===== src/hdl/kfd_pkg.sv =====
// Shared types and constants for the KISS frame decoder.
// No dependencies; every other file of the block refers to this package.
package kfd_pkg;

    localparam int BYTE_W          = 8;
    localparam int KIND_W          = 2;
    localparam int FRAME_LEN_W     = 16;
    localparam int LENGTH_BITS_DEF = 16;

    localparam logic [BYTE_W-1:0] KISS_FEND  = 8'hC0;
    localparam logic [BYTE_W-1:0] KISS_FESC  = 8'hDB;
    localparam logic [BYTE_W-1:0] KISS_TFEND = 8'hDC;
    localparam logic [BYTE_W-1:0] KISS_TFESC = 8'hDD;

    typedef enum logic [KIND_W-1:0] {
        KIND_DATA = 2'd0,
        KIND_END  = 2'd1,
        KIND_DROP = 2'd2
    } t_kind;

    typedef struct packed {
        t_kind                  kind;
        logic [BYTE_W-1:0]      data;
        logic [FRAME_LEN_W-1:0] length;
    } t_result;

    // Decode outcome for the item in the input register.
    typedef struct packed {
        logic    has_result;
        t_result result;
    } t_dec;

endpackage


===== src/hdl/kfd_if.sv =====
// Valid/ready channel interfaces for the KISS frame decoder.
// Depends on kfd_pkg for field widths.
interface kfd_in_if;
    logic                       valid;
    logic                       ready;
    logic [kfd_pkg::BYTE_W-1:0] in_byte;

    modport source (output valid, output in_byte, input ready);
    modport sink   (input valid, input in_byte, output ready);
endinterface

interface kfd_out_if;
    logic                            valid;
    logic                            ready;
    logic [kfd_pkg::KIND_W-1:0]      result_kind;
    logic [kfd_pkg::BYTE_W-1:0]      data_byte;
    logic [kfd_pkg::FRAME_LEN_W-1:0] frame_length;

    modport source (output valid, output result_kind, output data_byte,
                    output frame_length, input ready);
    modport sink   (input valid, input result_kind, input data_byte,
                    input frame_length, output ready);
endinterface


===== src/hdl/kfd_in_stage.sv =====
// Input register of the KISS frame decoder: holds one raw byte for decode.
// Depends on kfd_pkg.
module kfd_in_stage (
    input  logic                       i_clk,
    input  logic                       i_rst_n,
    input  logic                       i_valid,
    input  logic [kfd_pkg::BYTE_W-1:0] i_byte,
    input  logic                       i_adv,
    output logic                       o_ready,
    output logic                       o_valid,
    output logic [kfd_pkg::BYTE_W-1:0] o_byte
);

    logic                       r_valid;
    logic [kfd_pkg::BYTE_W-1:0] r_byte;

    assign o_ready = !r_valid || i_adv;
    assign o_valid = r_valid;
    assign o_byte  = r_byte;

    always_ff @(posedge i_clk) begin
        if (!i_rst_n) begin
            r_valid <= 1'b0;
        end else if (i_valid && o_ready) begin
            r_valid <= 1'b1;
        end else if (i_adv) begin
            r_valid <= 1'b0;
        end
    end

    always_ff @(posedge i_clk) begin
        if (i_valid && o_ready) begin
            r_byte <= i_byte;
        end
    end

endmodule


===== src/hdl/kfd_decode.sv =====
// Framing state and unescape logic of the KISS frame decoder.
// Depends on kfd_pkg; state advances only when the held item moves on.
module kfd_decode #(
    parameter int LENGTH_BITS = kfd_pkg::LENGTH_BITS_DEF
) (
    input  logic                       i_clk,
    input  logic                       i_rst_n,
    input  logic                       i_adv,
    input  logic [kfd_pkg::BYTE_W-1:0] i_byte,
    output kfd_pkg::t_dec              o_dec
);

    logic                   r_start_seen, n_start_seen;
    logic                   r_in_payload, n_in_payload;
    logic                   r_esc,        n_esc;
    logic [LENGTH_BITS-1:0] r_count,      n_count;
    logic [LENGTH_BITS-1:0] count_inc;

    // Saturate at all ones.
    assign count_inc = (&r_count) ? r_count : r_count + LENGTH_BITS'(1);

    always_comb begin
        n_start_seen        = r_start_seen;
        n_in_payload        = r_in_payload;
        n_esc               = r_esc;
        n_count             = r_count;
        o_dec.has_result    = 1'b0;
        o_dec.result.kind   = kfd_pkg::KIND_DATA;
        o_dec.result.data   = '0;
        o_dec.result.length = '0;

        if (i_byte == kfd_pkg::KISS_FEND) begin
            if (r_in_payload) begin
                n_start_seen        = 1'b0;
                n_in_payload        = 1'b0;
                n_esc               = 1'b0;
                o_dec.has_result    = 1'b1;
                o_dec.result.kind   = kfd_pkg::KIND_END;
                o_dec.result.length = kfd_pkg::FRAME_LEN_W'(r_count);
            end else begin
                n_count      = '0;
                n_start_seen = 1'b1;
            end
        end else if (i_byte == kfd_pkg::KISS_FESC) begin
            if (r_in_payload) begin
                n_esc = 1'b1;
            end
        end else if (r_in_payload || r_start_seen) begin
            // First plain byte after an armed start opens the payload.
            n_start_seen = 1'b0;
            n_in_payload = 1'b1;
            if (!r_esc) begin
                n_count           = count_inc;
                o_dec.has_result  = 1'b1;
                o_dec.result.data = i_byte;
            end else begin
                n_esc = 1'b0;
                if (i_byte == kfd_pkg::KISS_TFESC) begin
                    n_count           = count_inc;
                    o_dec.has_result  = 1'b1;
                    o_dec.result.data = kfd_pkg::KISS_FESC;
                end else if (i_byte == kfd_pkg::KISS_TFEND) begin
                    n_count           = count_inc;
                    o_dec.has_result  = 1'b1;
                    o_dec.result.data = kfd_pkg::KISS_FEND;
                end else begin
                    // Bad escape: drop the frame, keep the count.
                    n_start_seen      = 1'b0;
                    n_in_payload      = 1'b0;
                    o_dec.has_result  = 1'b1;
                    o_dec.result.kind = kfd_pkg::KIND_DROP;
                end
            end
        end
    end

    always_ff @(posedge i_clk) begin
        if (!i_rst_n) begin
            r_start_seen <= 1'b0;
            r_in_payload <= 1'b0;
            r_esc        <= 1'b0;
            r_count      <= '0;
        end else if (i_adv) begin
            r_start_seen <= n_start_seen;
            r_in_payload <= n_in_payload;
            r_esc        <= n_esc;
            r_count      <= n_count;
        end
    end

endmodule


===== src/hdl/kfd_out_stage.sv =====
// Result register of the KISS frame decoder: holds one result until taken.
// Depends on kfd_pkg.
module kfd_out_stage (
    input  logic             i_clk,
    input  logic             i_rst_n,
    input  logic             i_load,
    input  kfd_pkg::t_result i_result,
    input  logic             i_ready,
    output logic             o_valid,
    output kfd_pkg::t_result o_result
);

    logic             r_valid;
    kfd_pkg::t_result r_result;

    assign o_valid  = r_valid;
    assign o_result = r_result;

    always_ff @(posedge i_clk) begin
        if (!i_rst_n) begin
            r_valid <= 1'b0;
        end else if (i_load) begin
            r_valid <= 1'b1;
        end else if (i_ready) begin
            r_valid <= 1'b0;
        end
    end

    always_ff @(posedge i_clk) begin
        if (i_load) begin
            r_result <= i_result;
        end
    end

endmodule


===== src/hdl/kiss_frame_decoder.sv =====
// KISS frame decoder: takes one raw serial byte per item and emits at most one
// result per byte (a decoded payload byte, a frame end with its length, or a
// drop on a bad escape). The block accepts one byte every clock cycle unless
// stalled by a waiting result; each byte is held in the input register and its
// result goes to the result register as the byte moves on. Ready falls only
// when the result register is full, not taken, and the held byte has a result.
// Frame length counts LENGTH_BITS bits and saturates at all ones.
module kiss_frame_decoder #(
    parameter int LENGTH_BITS = kfd_pkg::LENGTH_BITS_DEF
) (
    input  logic      i_clk,
    input  logic      i_rst_n,
    kfd_in_if.sink    i_in,
    kfd_out_if.source o_out
);

    logic                       in_valid;
    logic [kfd_pkg::BYTE_W-1:0] in_byte;
    logic                       adv;
    logic                       out_valid;
    kfd_pkg::t_dec              dec;
    kfd_pkg::t_result           out_result;

    // Move the held byte on unless its result would overwrite a waiting one.
    assign adv = in_valid && (!dec.has_result || !out_valid || o_out.ready);

    kfd_in_stage u_in (
        .i_clk   (i_clk),
        .i_rst_n (i_rst_n),
        .i_valid (i_in.valid),
        .i_byte  (i_in.in_byte),
        .i_adv   (adv),
        .o_ready (i_in.ready),
        .o_valid (in_valid),
        .o_byte  (in_byte)
    );

    kfd_decode #(
        .LENGTH_BITS (LENGTH_BITS)
    ) u_dec (
        .i_clk   (i_clk),
        .i_rst_n (i_rst_n),
        .i_adv   (adv),
        .i_byte  (in_byte),
        .o_dec   (dec)
    );

    kfd_out_stage u_out (
        .i_clk    (i_clk),
        .i_rst_n  (i_rst_n),
        .i_load   (adv && dec.has_result),
        .i_result (dec.result),
        .i_ready  (o_out.ready),
        .o_valid  (out_valid),
        .o_result (out_result)
    );

    assign o_out.valid        = out_valid;
    assign o_out.result_kind  = out_result.kind;
    assign o_out.data_byte    = out_result.data;
    assign o_out.frame_length = out_result.length;

endmodule


===== src/flat_wrapper.sv =====
// flat-port wrapper written by rule: the top's interface ports become plain ports
module kiss_frame_decoder_flat 
#(
    parameter int LENGTH_BITS = kfd_pkg::LENGTH_BITS_DEF
)
  (i_clk, i_rst_n, i_in_valid, i_in_in_byte, i_in_ready, o_out_valid, o_out_result_kind, o_out_data_byte, o_out_frame_length, o_out_ready);
  kfd_in_if i_in_i ();
  kfd_out_if o_out_i ();
  input  logic i_clk;
  input  logic i_rst_n;
  input wire logic [$bits(i_in_i.valid)-1:0] i_in_valid;
  input wire logic [$bits(i_in_i.in_byte)-1:0] i_in_in_byte;
  output wire logic [$bits(i_in_i.ready)-1:0] i_in_ready;
  output wire logic [$bits(o_out_i.valid)-1:0] o_out_valid;
  output wire logic [$bits(o_out_i.result_kind)-1:0] o_out_result_kind;
  output wire logic [$bits(o_out_i.data_byte)-1:0] o_out_data_byte;
  output wire logic [$bits(o_out_i.frame_length)-1:0] o_out_frame_length;
  input wire logic [$bits(o_out_i.ready)-1:0] o_out_ready;
  assign i_in_i.valid = i_in_valid;
  assign i_in_i.in_byte = i_in_in_byte;
  assign i_in_ready = i_in_i.ready;
  assign o_out_valid = o_out_i.valid;
  assign o_out_result_kind = o_out_i.result_kind;
  assign o_out_data_byte = o_out_i.data_byte;
  assign o_out_frame_length = o_out_i.frame_length;
  assign o_out_i.ready = o_out_ready;
  kiss_frame_decoder #(.LENGTH_BITS(LENGTH_BITS)) u_core (.i_clk(i_clk), .i_rst_n(i_rst_n), .i_in(i_in_i), .o_out(o_out_i));
endmodule

===== config.mk =====
export PLATFORM = sky130hd
export DESIGN_NAME = kiss_frame_decoder_flat
export DESIGN_NICKNAME = d
export VERILOG_FILES = /design/src/hdl/kfd_pkg.sv /design/src/hdl/kfd_if.sv /design/src/hdl/kfd_in_stage.sv /design/src/hdl/kfd_decode.sv /design/src/hdl/kfd_out_stage.sv /design/src/hdl/kiss_frame_decoder.sv /design/src/flat_wrapper.sv
export SDC_FILE = /design/constraint.sdc
export NUM_CORES = 1
export LEC_CHECK = 0
export CAP_MARGIN = 40
export CELL_PAD_IN_SITES_DETAIL_PLACEMENT = 1
export CELL_PAD_IN_SITES_GLOBAL_PLACEMENT = 2
export CORE_MARGIN = 2
export CORE_UTILIZATION = 30
export CTS_BUF_LIST = sky130_fd_sc_hd__clkbuf_8
export DETAILED_ROUTE_END_ITERATION = 8
export DONT_BUFFER_PORTS = 1
export GPL_ROUTABILITY_DRIVEN = 1
export PLACE_DENSITY_LB_ADDON = 0.1
export SYNTH_ARGS = -nofsm -noshare
export SYNTH_HDL_FRONTEND = slang
export SYNTH_SLANG_ARGS = --single-unit
export TNS_END_PERCENT = 30

===== constraint.sdc =====
create_clock -name i_clk -period 3.24 [get_ports i_clk]
set_clock_uncertainty 0.15 [all_clocks]
set_input_delay 0.648 -clock i_clk [delete_from_list [all_inputs] [get_ports i_clk]]
set_output_delay 0.648 -clock i_clk [all_outputs]
set_load 0.01 [all_outputs]

[After elaboration in Yosys (flattened, before gate mapping)]
Cells that the tools add are included.
W data, S select, Z words.
Cells by class
  reduce and logical (&&, ||, !) cells: 19
  add/sub/neg operators: 1
  equality and inequality tests: 8
  multiplexer cells: 36
  bitwise gates (word level): 1
Operators with widths (count)
  $mux W16: 8
  $eq A8 B8 Y1 const B: 4
  $mux W8: 3
  $mux W11: 2
  $mux W1: 18
  $add A16 B1 Y16 const B: 1
  $reduce_and A16 Y1: 1
  $reduce_and A4 Y1: 2
  $mux W2: 3
  $mux W3: 2
  $ne A2 B2 Y1 const B: 3
  $reduce_bool A2 Y1: 3
  $logic_or A1 B1 Y1: 4
  $ne A4 B1 Y1 const B: 1
  $logic_and A1 B1 Y1: 3
  $logic_not A1 Y1: 3
  $reduce_and A3 Y1: 1
  $reduce_bool A3 Y1: 1
  $reduce_or A3 Y1: 1
  $not A1 Y1: 1
Storage, ports and cells
  logic and storage cells: 75
  register bits: 55

[Longest topological paths before layout]
  word-level depth: 14
  mapped depth: 9

[Hierarchy]
Synthesis repeated with hierarchy kept, for this count alone.
Second synthesis, totals
  cell total of the unflattened synthesis: 243
  area total of the unflattened synthesis: 2713.9 µm²
By module, submodules not included
  kfd_decode: area an instance 1561.5 µm², instances 1, seq. area each 380.4 µm², cells each 197
  kfd_out_stage: area an instance 822.0 µm², instances 1, seq. area each 800.8 µm², cells each 29
  kfd_in_stage: area an instance 297.8 µm², instances 1, seq. area each 260.2 µm², cells each 13
  kiss_frame_decoder: area an instance 32.5 µm², instances 1, seq. area each 0.0 µm², cells each 4

[Worst setup path after synthesis]
No wires, ideal clock.
  path type: register to register
  from: register u_core.u_in.r_byte, in the netlist u_core.u_in.o_byte[4]
  to: register u_core.u_dec.r_esc
  cell stages (with the launch flop): 7
  setup time: 115 ps
  buffers on the path: 0
  arrival time: 2479 ps
  path slack: 496 ps
  clock period less this slack: 2744 ps
  cell sequence: edfxtp_1 and4b_1 nand4bb_1 o211ai_1 nor2_1 nor2b_1 o21a_1
Between the ends
  longest elaborated chain between the ends: 8
  elaborated cells on any way between the ends: 14
Ends and longest elaborated chain
  start: declaration: RTL line kfd_in_stage.sv:15  | logic [kfd_pkg::BYTE_W-1:0] r_byte;
  start signal: assignment: RTL line kfd_in_stage.sv:33  | r_byte <= i_byte;
  $eq A8 B8 Y1: RTL line kfd_decode.sv:44  | end else if (i_byte == kfd_pkg::KISS_FESC) begin
  $mux W11: RTL line kfd_decode.sv:44
  $mux W3: RTL line kfd_decode.sv:32  | if (i_byte == kfd_pkg::KISS_FEND) begin
  $logic_not A1 Y1: RTL line kiss_frame_decoder.sv:25  | assign adv = in_valid && (!dec.has_result || !out_valid || o_out.ready);
  $logic_or A1 B1 Y1 (2 in a row): RTL line kiss_frame_decoder.sv:25
  $logic_and A1 B1 Y1: RTL line kiss_frame_decoder.sv:25
  $reduce_and A4 Y1 (no source line)
  end signal: assignment: RTL line kfd_decode.sv:86  | r_esc <= n_esc;
  end: declaration: RTL line kfd_decode.sv:15  | logic r_esc, n_esc;
Parallel ways exist; a longest one is shown, timed or not.
A chain may end at the register's enable or synchronous reset.

[Worst setup path after layout]
  from: register u_core.u_in.r_byte, in the netlist u_core.u_in.o_byte[5]
  to: output i_in_ready
Between the ends
  longest elaborated chain between the ends: 8
  elaborated cells on any way between the ends: 9
Ends and longest elaborated chain
  $eq A8 B8 Y1: RTL line kfd_decode.sv:44
  $mux W11: RTL line kfd_decode.sv:44
  $mux W3 *: RTL line kfd_decode.sv:32
  $logic_not A1 Y1 *: RTL line kiss_frame_decoder.sv:25
  $logic_or A1 B1 Y1 * (2 in a row): RTL line kiss_frame_decoder.sv:25
  $logic_and A1 B1 Y1 *: RTL line kiss_frame_decoder.sv:25
  $logic_or A1 B1 Y1 *: RTL line kfd_in_stage.sv:17  | assign o_ready = !r_valid || i_adv;
  end: declaration: RTL line flat_wrapper.sv:13  | output wire logic [$bits(i_in_i.ready)-1:0] i_in_ready;
Mark *: on every way between the ends. The rest lies on a longest branch, timed or not.

==> run metrics <==
vias in the first global route ~1900; power per cell area approximately 430 mW/mm^2; data arrival time of the worst path 2110 ps; pin count of the biggest net entering global routing 31; WL/cell roughly 18 um; Antenna Nets Post-Route 0; row count 33; Worst EP required 2440 ps; initial DRC count 62; drt first pass iters 4; Placed Cells 327; final WL 5892 um; Cell Area, Synth around 0.0025 mm^2; GRT Util Overall 0.1393; syn_area_per_cell 11.03 um^2; CP bufs+invs 1; port buffer count 0; post-layout net count about 240; period utilization 0.8976; GR Overflow Total 0; die height 95.56 um; clock network fraction of design power 0.336; Sink Count 55; fin worst setup slack 331.7 ps; critical-path cell list nor4bb_2, a21boi_0, o211ai_1, nor3b_1, inv_1; Synth Flop Type edfxtp_1; Yosys reg bits 55; DP Wirelength around 4300 um; CTS Buf Count 5; Startpoint Class register; vias post-DR 1764; Die Area 0.009132 mm^2; IR Drop Worst-Case VDD between 0.1 and 0.15 mV; most frequent cells in the layout edfxtp_1 (34), dfxtp_1 (21), nand2_1 (18); hold buffers post-CTS 0; most common cell after layout, fill and taps aside edfxtp_1; CP max FO 5; P&R area growth vs syn 9.304%; final hold vios 0; CTS tree built; Crit Path Class register to output pin; relative slew slack 0.5209; H-tree levels 2; post-CTS sizing 0; global-route wire length before repair approximately 9800 um; Core Box Area 0.008175 mm^2; setup TNS 0 ps; die width 95.56 um; Sequential Power Share 0.644; Worst-Skew Late Latency 310 ps; crit-path leading delay family simple AND/OR/NAND/NOR gates; post-synthesis cell count around 230; clk root buf clkbuf_8; Critical-path top delay cell nor4bb_2; CTS max path bufs 2; Ports 40; layout cell share with drive strength beyond 1 0.1261; sw frac 0.2113; Finished Layout Cells 335; Final Critical Period 2908 ps; Crit path largest cell delay roughly 540 ps; RSZ-0062 raised after global routing false; Final setup viols 0; RePlAce Congestion about 0.8; Post-synth EDFFs 34; combinational power share 0.020; leak pwr 0.9144 nW; Diodes inserted 0; Cell Int Power ~0.00093 W; Initial Utilization 0.3076; postcts setup bufs 0; initial antenna violation count 0; worst-margin pin slew approximately 720 ps; Critical Path End Type output pin; routed vias/inst 5.266; Fmax around 0.34 GHz; CTS clock-pin slew for the worst setup and hold paths approximately 100 ps; Placement Setup Slack between 300 and 400 ps; Final Max Tran Viols 0; Yosys warning count 0; asr flop ratio synth 0; Synth Net Count between 200 and 250; number of distinct library cells after synthesis 46; hold crit path type input pin to register; # DRC 0; Seq/Total Area, Yosys 0.5731; Max Cap Viol 0; status finished, final reports clean; sw power 0.0002487 W
[logic make-up (layout without fill, tap and decap cells)]
group           Yosys count  after routing  share of synthesized area
simple gates            104            104                     0.2378
compound gates           52             52                     0.1577
buf+inv                  16             18                    0.02637
fa+ha+maj                 1              1                   0.004974
flops                    55             55                     0.5731
[worst reg2reg max path: stages (launching register included)]
cell	delay [ps]
edfxtp_1	470
or4_4	580
or3_1	500
o2bb2ai_4	210
nand3_2	230
or4_1	500
o21ai_1	170
[registers in the layout, summed over array words and instances (netlist names)]
| signal | cells |
|---|---|
| u_core.u_in.o_valid | 1 |
| u_core.u_in.o_byte | 8 |
| u_core.u_out.o_result | 26 |
| u_core.u_out.o_valid | 1 |
| u_core.u_dec.r_esc | 1 |
| u_core.u_dec.r_count | 16 |
| u_core.u_dec.r_in_payload | 1 |
| u_core.u_dec.r_start_seen | 1 |
[Yosys cell counts, types with 2 or more instances]
master / count / area, um^2
a21boi_0: 2 / 15.01
a21oi_1: 15 / 75.07
and2_1: 17 / 106.4
and3_1: 6 / 37.54
buf_2: 2 / 10.01
clkbuf_1: 9 / 33.78
dfxtp_1: 21 / 420.4
edfxtp_1: 34 / 1021
inv_1: 4 / 15.01
nand2_1: 18 / 67.56
nand2b_1: 10 / 62.56
nand3_1: 10 / 50.05
nand4_1: 2 / 12.51
nand4b_1: 2 / 17.52
nand4bb_1: 2 / 22.52
nor2_1: 15 / 56.30
nor2b_1: 5 / 31.28
nor3_1: 2 / 10.01
nor3b_1: 3 / 22.52
o211ai_1: 4 / 30.03
o21a_1: 4 / 30.03
o21ai_0: 5 / 25.02
o21ai_1: 3 / 15.01
o221a_2: 5 / 56.30
o22ai_1: 5 / 31.28
o32ai_2: 2 / 32.53
or3b_2: 2 / 17.52
[layout make-up]
cell class | instances | area [um^2]
Multi-Input combinational cell | 157 | 1022
Tap cell | 105 | 131.4
Clock buffer | 6 | 82.58
Fill cell | 915 | 5426
Sequential cell | 55 | 1441
Clock inverter | 2 | 11.26
Timing Repair Buffer | 6 | 45.04
Inverter | 4 | 15.01
[metal layers]
layer / vias to the layer above / global-route usage / share of wire
met4: 0 / 0.04167 / 0.012
met5: - / 0 / 0
li1: 840 / - / -
met1: 885 / 0.1909 / 0.49
met2: 34 / 0.2156 / 0.47
met3: 5 / 0.03636 / 0.033
[power by group through the flow]
stage / clock (W) / combinational, W / sequential (W)
floorplan: 0 / 0.0000211 / 0.000769
global placement: 0 / 0.0000216 / 0.000773
detailed placement: 0 / 0.0000221 / 0.000773
CTS: 0.000410 / 0.0000222 / 0.000757
global route: 0.000432 / 0.0000252 / 0.000760
finish: 0.000396 / 0.0000230 / 0.000758
[path summary, 6_finish.rpt]
| kind | start | depth (start not counted) | endpoint | slack (ps) |
|---|---|---|---|---|
| max | u_core.u_in.o_byte[5] | 5 | i_in_ready | 330 |
| min | i_in_in_byte[7] | 0 | u_core.u_in.o_byte[7] | 280 |
| max reg2reg | u_core.u_in.o_byte[4] | 6 | u_core.u_dec.r_count[8] | 360 |
| min reg2reg | u_core.u_dec.r_count[14] | 2 | u_core.u_dec.r_count[14] | 360 |
[stage by stage]
| step | hold slack, ps | total power, W | utilization | area, um^2 |
|---|---|---|---|---|
| 2_1_floorplan | 309.0 | 0.0007899 | - | 2515 |
| 3_3_place_gp | 338.9 | 0.0007942 | 0.3232 | 2643 |
| 3_5_place_dp | 348.4 | 0.0007951 | 0.3232 | 2643 |
| 4_1_cts | 269.6 | 0.001189 | 0.3347 | 2736 |
| 5_1_grt | 258.5 | 0.001218 | 0.3362 | 2749 |
| 6_report | 280.5 | 0.001177 | 0.3362 | 2749 |
No activity file was read; power rests on OpenSTA's default activity.
